<file path="src/rtl/core/svrcm_pkg.sv">
// shared types and constants for the stereo volume ramp and channel mix block
`timescale 1ns / 1ps

package svrcm_pkg;

   localparam int SAMPLE_W    = 16;
   localparam int GAIN_W      = 16;
   localparam int CSR_INDEX_W = 1;
   localparam int CSR_DATA_W  = 16;
   localparam int RAMP_SHIFT  = 8;
   localparam int Q_SHIFT     = 15;
   // signed sample times gain widened by a zero bit
   localparam int PROD_W      = SAMPLE_W + GAIN_W + 1;

   localparam logic [GAIN_W-1:0] UNITY_GAIN        = 16'h8000;
   localparam logic [GAIN_W-1:0] TARGET_GAIN_RESET = UNITY_GAIN;

   typedef enum logic [CSR_INDEX_W-1:0] {
      REG_TARGET_GAIN  = 1'd0,
      REG_CHANNEL_MODE = 1'd1
   } reg_index_type;

   typedef enum logic [1:0] {
      MODE_STEREO = 2'd0,
      MODE_LEFT   = 2'd1,
      MODE_RIGHT  = 2'd2,
      MODE_MONO   = 2'd3
   } channel_mode_type;

   // frame after the gain update, before scaling
   typedef struct packed {
      logic signed [SAMPLE_W-1:0] left_sample;
      logic signed [SAMPLE_W-1:0] right_sample;
      logic                       frame_last;
      logic [GAIN_W-1:0]          gain;
      logic                       bypass;
   } gain_stage_type;

   // frame after scaling, before channel routing
   typedef struct packed {
      logic signed [SAMPLE_W-1:0] left_sample;
      logic signed [SAMPLE_W-1:0] right_sample;
      logic                       frame_last;
   } scale_stage_type;

endpackage

</file>
<file path="src/rtl/core/svrcm_if.sv">
// channel interfaces for frames, results and register writes
`timescale 1ns / 1ps

interface svrcm_req_if import svrcm_pkg::*; ();
   logic                       valid;
   logic                       ready;
   logic signed [SAMPLE_W-1:0] left_sample;
   logic signed [SAMPLE_W-1:0] right_sample;
   logic                       frame_last;

   modport source (output valid, left_sample, right_sample, frame_last, input ready);
   modport sink   (input valid, left_sample, right_sample, frame_last, output ready);
endinterface

interface svrcm_rsp_if import svrcm_pkg::*; ();
   logic                       valid;
   logic                       ready;
   logic signed [SAMPLE_W-1:0] left_out;
   logic signed [SAMPLE_W-1:0] right_out;
   logic                       last_out;

   modport source (output valid, left_out, right_out, last_out, input ready);
   modport sink   (input valid, left_out, right_out, last_out, output ready);
endinterface

interface svrcm_csr_if import svrcm_pkg::*; ();
   logic                   valid;
   logic                   ready;
   logic [CSR_INDEX_W-1:0] index;
   logic [CSR_DATA_W-1:0]  wdata;

   modport source (output valid, index, wdata, input ready);
   modport sink   (input valid, index, wdata, output ready);
endinterface

</file>
<file path="src/rtl/core/svrcm_gain_ramp.sv">
// held gain ramp and input register stage
`timescale 1ns / 1ps

module svrcm_gain_ramp import svrcm_pkg::*; (
   input  logic              clock,
   input  logic              reset,
   svrcm_req_if.sink         req,
   input  logic [GAIN_W-1:0] target_gain,
   input  logic              next_ready,
   output logic              stage_valid,
   output gain_stage_type    stage_data
);

   logic                    valid_ff;
   gain_stage_type          data_ff;
   gain_stage_type          data_in;
   logic [GAIN_W-1:0]       gain_ff;
   logic [GAIN_W-1:0]       gain_in;
   logic                    gain_set_ff;
   logic                    gain_set_in;
   logic                    accept;
   logic                    bypass;
   logic signed [GAIN_W:0]  diff;
   logic signed [GAIN_W:0]  step;
   logic signed [GAIN_W:0]  step_min;

   assign req.ready   = !valid_ff || next_ready;
   assign accept      = req.valid && req.ready;
   assign bypass      = (target_gain == UNITY_GAIN);
   assign stage_valid = valid_ff;
   assign stage_data  = data_ff;

   // difference over 256, truncated toward zero, never less than one step
   always_comb begin
      diff = $signed({1'b0, target_gain}) - $signed({1'b0, gain_ff});
      if (diff[GAIN_W]) begin
         step = (diff + (GAIN_W+1)'(255)) >>> RAMP_SHIFT;
      end else begin
         step = diff >>> RAMP_SHIFT;
      end
      if (step == '0) begin
         step_min = diff[GAIN_W] ? '1 : (GAIN_W+1)'(1);
      end else begin
         step_min = step;
      end
   end

   always_comb begin
      gain_in     = gain_ff;
      gain_set_in = gain_set_ff;
      if (!bypass) begin
         if (!gain_set_ff) begin
            gain_in     = target_gain;
            gain_set_in = 1'b1;
         end else if (gain_ff != target_gain) begin
            gain_in = gain_ff + step_min[GAIN_W-1:0];
         end
      end
      data_in.left_sample  = req.left_sample;
      data_in.right_sample = req.right_sample;
      data_in.frame_last   = req.frame_last;
      data_in.gain         = gain_in;
      data_in.bypass       = bypass;
   end

   always_ff @(posedge clock) begin
      if (reset) begin
         valid_ff    <= 1'b0;
         gain_ff     <= '0;
         gain_set_ff <= 1'b0;
      end else begin
         if (req.ready) begin
            valid_ff <= req.valid;
         end
         if (accept) begin
            gain_ff     <= gain_in;
            gain_set_ff <= gain_set_in;
         end
      end
      if (accept) begin
         data_ff <= data_in;
      end
   end

endmodule

</file>
<file path="src/rtl/core/svrcm_scale.sv">
// q15 multiply stage for both channels
`timescale 1ns / 1ps

module svrcm_scale import svrcm_pkg::*; (
   input  logic            clock,
   input  logic            reset,
   input  logic            in_valid,
   input  gain_stage_type  in_data,
   output logic            in_ready,
   input  logic            next_ready,
   output logic            stage_valid,
   output scale_stage_type stage_data
);

   logic                     valid_ff;
   scale_stage_type          data_ff;
   scale_stage_type          data_in;
   logic signed [PROD_W-1:0] prod_left;
   logic signed [PROD_W-1:0] prod_right;

   assign in_ready    = !valid_ff || next_ready;
   assign stage_valid = valid_ff;
   assign stage_data  = data_ff;

   // gain is unsigned, so widen with a zero before the signed multiply
   assign prod_left  = in_data.left_sample  * $signed({1'b0, in_data.gain});
   assign prod_right = in_data.right_sample * $signed({1'b0, in_data.gain});

   always_comb begin
      data_in.frame_last = in_data.frame_last;
      if (in_data.bypass) begin
         data_in.left_sample  = in_data.left_sample;
         data_in.right_sample = in_data.right_sample;
      end else begin
         // floor shift then wrap to 16 bits
         data_in.left_sample  = prod_left[Q_SHIFT +: SAMPLE_W];
         data_in.right_sample = prod_right[Q_SHIFT +: SAMPLE_W];
      end
   end

   always_ff @(posedge clock) begin
      if (reset) begin
         valid_ff <= 1'b0;
      end else if (in_ready) begin
         valid_ff <= in_valid;
      end
      if (in_ready && in_valid) begin
         data_ff <= data_in;
      end
   end

endmodule

</file>
<file path="src/rtl/core/svrcm_mix.sv">
// channel routing and result register
`timescale 1ns / 1ps

module svrcm_mix import svrcm_pkg::*; (
   input  logic             clock,
   input  logic             reset,
   input  logic             in_valid,
   input  scale_stage_type  in_data,
   output logic             in_ready,
   input  channel_mode_type channel_mode,
   svrcm_rsp_if.source      rsp
);

   logic                       valid_ff;
   scale_stage_type            data_ff;
   scale_stage_type            data_in;
   logic signed [SAMPLE_W:0]   sum;
   logic signed [SAMPLE_W:0]   half;

   assign in_ready      = !valid_ff || rsp.ready;
   assign rsp.valid     = valid_ff;
   assign rsp.left_out  = data_ff.left_sample;
   assign rsp.right_out = data_ff.right_sample;
   assign rsp.last_out  = data_ff.frame_last;

   // mono halves toward zero: add one before the shift when negative
   always_comb begin
      sum  = $signed({in_data.left_sample[SAMPLE_W-1], in_data.left_sample})
           + $signed({in_data.right_sample[SAMPLE_W-1], in_data.right_sample});
      half = (sum + $signed({{SAMPLE_W{1'b0}}, sum[SAMPLE_W]})) >>> 1;
   end

   always_comb begin
      data_in = in_data;
      case (channel_mode)
         MODE_STEREO: begin
            data_in = in_data;
         end
         MODE_LEFT: begin
            data_in.right_sample = in_data.left_sample;
         end
         MODE_RIGHT: begin
            data_in.left_sample = in_data.right_sample;
         end
         MODE_MONO: begin
            data_in.left_sample  = half[SAMPLE_W-1:0];
            data_in.right_sample = half[SAMPLE_W-1:0];
         end
         default: begin
            data_in = in_data;
         end
      endcase
   end

   always_ff @(posedge clock) begin
      if (reset) begin
         valid_ff <= 1'b0;
      end else if (in_ready) begin
         valid_ff <= in_valid;
      end
      if (in_ready && in_valid) begin
         data_ff <= data_in;
      end
   end

endmodule

</file>
<file path="src/rtl/core/stereo_volume_ramp_and_channel_mix_top.sv">
// top level of the stereo volume ramp and channel mix block
`timescale 1ns / 1ps

// Takes one signed 16-bit stereo frame per transaction on req_chan and returns
// one processed frame per transaction on rsp_chan, in order. A new frame can be
// taken every clock cycle while the result side is not stalled; each frame
// passes three register stages (gain update, q15 multiply, channel routing)
// in that order on its way to rsp_chan. Stages advance
// independently, so the input keeps taking frames while bubbles remain ahead.
// Register 0 is the q15 target gain (32768 is unity and bypasses scaling, reset
// value); register 1 is the channel mode (stereo, left, right, mono average).
// The held gain moves toward the target by one ramp step per scaled frame; the
// first scaled frame after reset loads the target directly. Write the
// registers only while no frame is in flight.

module stereo_volume_ramp_and_channel_mix_top import svrcm_pkg::*; (
   input  logic        clock,
   input  logic        reset,
   svrcm_req_if.sink   req_chan,
   svrcm_rsp_if.source rsp_chan,
   svrcm_csr_if.sink   csr_chan
);

   logic [GAIN_W-1:0] target_gain_ff;
   channel_mode_type  channel_mode_ff;
   logic              s1_valid;
   gain_stage_type    s1_data;
   logic              s1_ready;
   logic              s2_valid;
   scale_stage_type   s2_data;
   logic              s2_ready;

   assign csr_chan.ready = 1'b1;

   always_ff @(posedge clock) begin
      if (reset) begin
         target_gain_ff  <= TARGET_GAIN_RESET;
         channel_mode_ff <= MODE_STEREO;
      end else if (csr_chan.valid) begin
         case (reg_index_type'(csr_chan.index))
            REG_TARGET_GAIN: begin
               target_gain_ff <= csr_chan.wdata[GAIN_W-1:0];
            end
            REG_CHANNEL_MODE: begin
               channel_mode_ff <= channel_mode_type'(csr_chan.wdata[1:0]);
            end
            default: begin
               target_gain_ff <= target_gain_ff;
            end
         endcase
      end
   end

   svrcm_gain_ramp u_gain_ramp (
      .clock       (clock),
      .reset       (reset),
      .req         (req_chan),
      .target_gain (target_gain_ff),
      .next_ready  (s1_ready),
      .stage_valid (s1_valid),
      .stage_data  (s1_data)
   );

   svrcm_scale u_scale (
      .clock       (clock),
      .reset       (reset),
      .in_valid    (s1_valid),
      .in_data     (s1_data),
      .in_ready    (s1_ready),
      .next_ready  (s2_ready),
      .stage_valid (s2_valid),
      .stage_data  (s2_data)
   );

   svrcm_mix u_mix (
      .clock        (clock),
      .reset        (reset),
      .in_valid     (s2_valid),
      .in_data      (s2_data),
      .in_ready     (s2_ready),
      .channel_mode (channel_mode_ff),
      .rsp          (rsp_chan)
   );

endmodule
</file>
<file path="src/flat_wrapper.sv">
// flat-port wrapper written by rule: the top's interface ports become plain ports
module stereo_volume_ramp_and_channel_mix_top_flat import svrcm_pkg::*;
  (clock, reset, req_chan_valid, req_chan_left_sample, req_chan_right_sample, req_chan_frame_last, req_chan_ready, rsp_chan_valid, rsp_chan_left_out, rsp_chan_right_out, rsp_chan_last_out, rsp_chan_ready, csr_chan_valid, csr_chan_index, csr_chan_wdata, csr_chan_ready);
  svrcm_req_if req_chan_i ();
  svrcm_rsp_if rsp_chan_i ();
  svrcm_csr_if csr_chan_i ();
  input  logic clock;
  input  logic reset;
  input wire logic [$bits(req_chan_i.valid)-1:0] req_chan_valid;
  input wire logic [$bits(req_chan_i.left_sample)-1:0] req_chan_left_sample;
  input wire logic [$bits(req_chan_i.right_sample)-1:0] req_chan_right_sample;
  input wire logic [$bits(req_chan_i.frame_last)-1:0] req_chan_frame_last;
  output wire logic [$bits(req_chan_i.ready)-1:0] req_chan_ready;
  output wire logic [$bits(rsp_chan_i.valid)-1:0] rsp_chan_valid;
  output wire logic [$bits(rsp_chan_i.left_out)-1:0] rsp_chan_left_out;
  output wire logic [$bits(rsp_chan_i.right_out)-1:0] rsp_chan_right_out;
  output wire logic [$bits(rsp_chan_i.last_out)-1:0] rsp_chan_last_out;
  input wire logic [$bits(rsp_chan_i.ready)-1:0] rsp_chan_ready;
  input wire logic [$bits(csr_chan_i.valid)-1:0] csr_chan_valid;
  input wire logic [$bits(csr_chan_i.index)-1:0] csr_chan_index;
  input wire logic [$bits(csr_chan_i.wdata)-1:0] csr_chan_wdata;
  output wire logic [$bits(csr_chan_i.ready)-1:0] csr_chan_ready;
  assign req_chan_i.valid = req_chan_valid;
  assign req_chan_i.left_sample = req_chan_left_sample;
  assign req_chan_i.right_sample = req_chan_right_sample;
  assign req_chan_i.frame_last = req_chan_frame_last;
  assign req_chan_ready = req_chan_i.ready;
  assign rsp_chan_valid = rsp_chan_i.valid;
  assign rsp_chan_left_out = rsp_chan_i.left_out;
  assign rsp_chan_right_out = rsp_chan_i.right_out;
  assign rsp_chan_last_out = rsp_chan_i.last_out;
  assign rsp_chan_i.ready = rsp_chan_ready;
  assign csr_chan_i.valid = csr_chan_valid;
  assign csr_chan_i.index = csr_chan_index;
  assign csr_chan_i.wdata = csr_chan_wdata;
  assign csr_chan_ready = csr_chan_i.ready;
  stereo_volume_ramp_and_channel_mix_top u_core (.clock(clock), .reset(reset), .req_chan(req_chan_i), .rsp_chan(rsp_chan_i), .csr_chan(csr_chan_i));
endmodule
</file>
<file path="config.mk">
export PLATFORM = sky130hd
export DESIGN_NAME = stereo_volume_ramp_and_channel_mix_top_flat
export DESIGN_NICKNAME = d
export VERILOG_FILES = /design/src/rtl/core/svrcm_pkg.sv /design/src/rtl/core/svrcm_if.sv /design/src/rtl/core/svrcm_gain_ramp.sv /design/src/rtl/core/svrcm_scale.sv /design/src/rtl/core/svrcm_mix.sv /design/src/rtl/core/stereo_volume_ramp_and_channel_mix_top.sv /design/src/flat_wrapper.sv
export SDC_FILE = /design/constraint.sdc
export NUM_CORES = 2
export LEC_CHECK = 0
export BUFFER_PORTS_ARGS = -buffer_cell sky130_fd_sc_hd__buf_4
export CORE_MARGIN = 1.5
export CORE_UTILIZATION = 35
export DETAILED_ROUTE_END_ITERATION = 8
export SLEW_MARGIN = 20
export SYNTH_ARGS = -nofsm -noshare
export SYNTH_HDL_FRONTEND = slang
export SYNTH_SLANG_ARGS = --single-unit
</file>
<file path="constraint.sdc">
create_clock -name clock -period 15.4 [get_ports clock]
set_clock_uncertainty 0.1 [all_clocks]
set_input_delay 2.31 -clock clock [delete_from_list [all_inputs] [get_ports clock]]
set_output_delay 2.31 -clock clock [all_outputs]
set_load 0.1 [all_outputs]
</file>
==> qor.txt <==
=====================================================================================================
Fraction of the yosys area taken by sequential cells                                            0.168
Cell family with most CP delay                                                            adder cells
Syn Std Cell Area                                                                           25200 µm²
Hold Path Class                                                                          flip-flop to flip-flop
Clock tree from TritonCTS                                                                        done
Worst R2R Setup Slack                                                                         7.78 ns
Count of input and output buffers                                                                  89
Unrepaired setup endpoints after global routing                                                    no
Post-detailed-route count of antenna-violating nets                                                 0
Minimum clock period                                                                          7.62 ns
Crit path buf inv count                                                                             5
Top routing layer in use                                                                         met5
Flip-flop cell with the highest count after synthesis                                        edfxtp_1
Number of vias in the routed layout                                                             18400
Number of setup buffers added after CTS                                                             0
Max Slew Vio Count                                                                                  0
Startpoint-to-endpoint class of the critical path                                        flip-flop to flip-flop
Number of buffers created by CTS                                                                   17
Via count of the first global-routing pass                                                      19600
Post-synthesis share of cell area spent on full adders, half adders and majority gates          0.441
Min Hold Slack                                                                               0.321 ns
Slowest cell on the critical path                                                            edfxtp_1
First-pass GRT wire length                                                                  104000 µm
XOR/XNOR share of the synthesized area                                                         0.0295
Cts hold-fix bufs                                                                                   0
Starting density of the core                                                                    0.354
Final worst path period share                                                                   0.495
Share of the synthesized area in the top cell type                                              0.309
Number of distinct library cell variants in the gate-level netlist after synthesis                 73
Pin slew with the least headroom to its limit                                                0.988 ns
Placement Rows                                                                                     98
Clock root cell                                                                             clkbuf_16
Number of enable flip-flop cells after synthesis                                                  116
Async S/R FF share, synth                                                                           0
Fmax achieved                                                                               0.131 GHz
Final wirelength                                                                             62200 µm
Data required, critical path                                                                 15.53 ns
# diodes                                                                                            0
Metal-1 WL                                                                                   28300 µm
Number of primary I/O pins                                                                         91
Main combinational cell family by area after synthesis                                    adder cells
Die outline width                                                                              271 µm
H-tree depth                                                                                        4
Total of cells resized after clock tree synthesis                                                   0
Area of the multi-input gates                                                               18500 µm²
Number of clock sinks                                                                             154
Aggregate negative setup slack                                                                   0 ns
Run status                                                                                  completed
Compound-cell area share of the yosys netlist                                                  0.0892
Largest net degree at the start of global routing                                                  63
Tightest slew margin relative to the limit                                                      0.339
Core Area                                                                                   71400 µm²
Number of warning messages in the yosys log                                                         0
Startpoint class of the critical path                                                       flip-flop
Number of filler instances in the final layout                                                   7262
Number of cells produced by synthesis                                                            2805
Number of hold-slack violations in the final timing report                                          0
Initial antenna violation count                                                                     1
Synth Area per Inst                                                                          8.99 µm²
Share of synthesized cell area in and, or, nand and nor gates                                   0.165
Sequential cell area                                                                         4240 µm²
Estimated wirelength of the detail-placed design                                             47600 µm
WL per Instance                                                                               16.5 µm
Met2 WL                                                                                      29800 µm
Post-synthesis cell type with the largest combined area                                          fa_1
Ratio of routed vias to standard cells                                                           4.90
Crit path DAT                                                                                 7.75 ns
Number of storage elements in the synthesis netlist                                               154
# Max-Cap Violations                                                                                0
First-pass DRT Iterations                                                                           5
Register clock-pin slew on the reported worst setup and hold paths                            0.07 ns
Final net count                                                                                  3512
DR iter-0 viols                                                                                  1132
Top post-synthesis cells by area                                                         fa_1 (31%), edfxtp_1 (14%), ha_1 (13%)
Final weighted congestion in routability-driven placement                                       0.826
Residual DRC count                                                                                  0
Wire length on met3                                                                           2490 µm
Share of post-route cells with drive strength above 1                                          0.0622
Global-route usage over all layers                                                              0.178
Die area                                                                                    73700 µm²
Series of cell instances along the critical path                                         nand2_1 -> fa_1 -> inv_1 -> fa_1 -> inv_1 -> fa_1 -> inv_1 -> fa_1 -> inv_1 -> fa_1 -> inv_1 -> fa_1 -> ha_1 -> a2111oi_0 -> o211ai_1 -> a21oi_1 -> o21ai_1 -> a21oi_1 -> nor2_1 -> a211oi_1 -> nor3_1 -> a221o_1
Highest cell delay on the worst timing path                                                   0.84 ns
Growth of design area from synthesis to finish                                                  8.35%
Final setup viols                                                                                   0
Height of the die                                                                              271 µm
Dominant cell type by count on the critical path                                                 fa_1
Longest Clk Path Bufs                                                                               2
Residual overflow from global routing                                                               0
Net count of the mapped netlist                                                                  3516
Multiplexer share of the synthesized area                                                     0.00630
Clock latency of the later-clocked register in the worst-skew pair                            0.49 ns
CP Capture Type                                                                             flip-flop
CP max FO                                                                                          17
=====================================================================================================
[Yosys cell counts (5+ instances only)]
library cell  number
nor2_1            79
o21ai_0           73
mux2_2             7
or3_1              9
o21ai_1            6
edfxtp_1         116
nand4_1           13
dfxtp_1           38
o31ai_1           11
nand2b_1          40
ha_1             267
a31oi_1            9
xor2_1            35
clkbuf_1         128
o21bai_1           7
nor4_1             8
fa_1             389
a211oi_1          12
nand2_1          430
and3_1             7
nor2b_1           31
a211o_1           21
o211ai_1          17
nor3_1            25
a21o_1            19
inv_1            537
xnor2_1           50
buf_1              7
o31a_1             5
a21oi_1          112
and2_1           188
o21a_1            16
nand3_1           21
mux2i_1            8
[worst register-to-register path: cells and delay by family, from the launching register on]
| family | cells | cell delay (ns) |
|---|---|---|
| compound gates | 7 | 2.60 |
| fa+ha+maj | 7 | 3.21 |
| buf+inv | 5 | 0.25 |
| flops | 1 | 0.84 |
| simple gates | 3 | 0.37 |
[worst paths after layout]
kind | startpoint | depth (start not counted) | to
max reg2reg | u_core.u_gain_ramp.stage_data[25] | 22 | u_core.u_scale.stage_data[16]
min reg2reg | u_core.u_scale.stage_data[0] | 0 | u_core.u_mix.rsp.last_out
min | u_core.u_scale.stage_data[0] | 0 | u_core.u_mix.rsp.last_out
max | u_core.u_gain_ramp.stage_data[25] | 22 | u_core.u_scale.stage_data[16]
[state kept, by name (all words and copies together), names as in the netlist]
signal / flops
u_core.u_gain_ramp.gain_ff: 16
u_core.u_mix.rsp.left_out: 16
u_core.u_scale.stage_valid: 1
u_core.u_mix.rsp.valid: 1
u_core.channel_mode_ff: 2
u_core.u_gain_ramp.stage_valid: 1
u_core.u_gain_ramp.stage_data: 50
u_core.u_gain_ramp.gain_set_ff: 1
u_core.u_mix.rsp.right_out: 16
u_core.u_scale.stage_data: 33
u_core.target_gain_ff: 16
u_core.u_mix.rsp.last_out: 1
[logic make-up (layout without fill, tap and decap cells)]
family | after synthesis | in the layout
compound gates | 349 | 349
buf+inv | 677 | 686
fa+ha+maj | 656 | 656
flops | 154 | 154
mux | 15 | 15
other cells | 1 | 1
simple gates | 868 | 868
xor+xnor | 85 | 85
[through the flow]
stage	utilization	instances	setup WS [ns]	instance area [µm²]
after global placement	0.375	3731	7.96	26800
after CTS	0.383	3763	7.82	27300
after detailed placement	0.375	3731	7.86	26800
final	0.383	3764	7.78	27300
after global routing	0.383	3764	7.42	27300
after floorplan	-	2805	8.58	25200
[per-layer routing]
metal	vias to the layer above	global-route usage
li1	8808	-
met1	9205	0.236
met2	352	0.303
met3	68	0.0215
met4	2	0.0575
met5	-	0
[final cells by class]
class | count | area share
Sequential cell | 154 | 0.155
Inverter | 537 | 0.0737
Clock inverter | 11 | 0.00256
Clock buffer | 21 | 0.0166
Multi-Input combinational cell | 1974 | 0.675
Tap cell | 950 | 0.0435
Timing Repair Buffer | 117 | 0.0329
[cell usage in the layout, fill, tap and decap left out, types with 12 or more instances in the layout]
master	instances
a211o_1	21
a211oi_1	12
a21o_1	19
a21oi_1	112
and2_1	188
buf_4	116
clkbuf_16	17
dfxtp_1	38
edfxtp_1	116
fa_1	389
ha_1	267
inv_1	537
nand2_1	430
nand2b_1	40
nand3_1	21
nand4_1	13
nor2_1	79
nor2b_1	30
nor3_1	25
o211ai_1	17
o21a_1	16
o21ai_0	73
xnor2_1	50
xor2_1	35
Power is not shown: default switching activity piles up to over one toggle a cycle in this logic, so the estimate is an artifact.
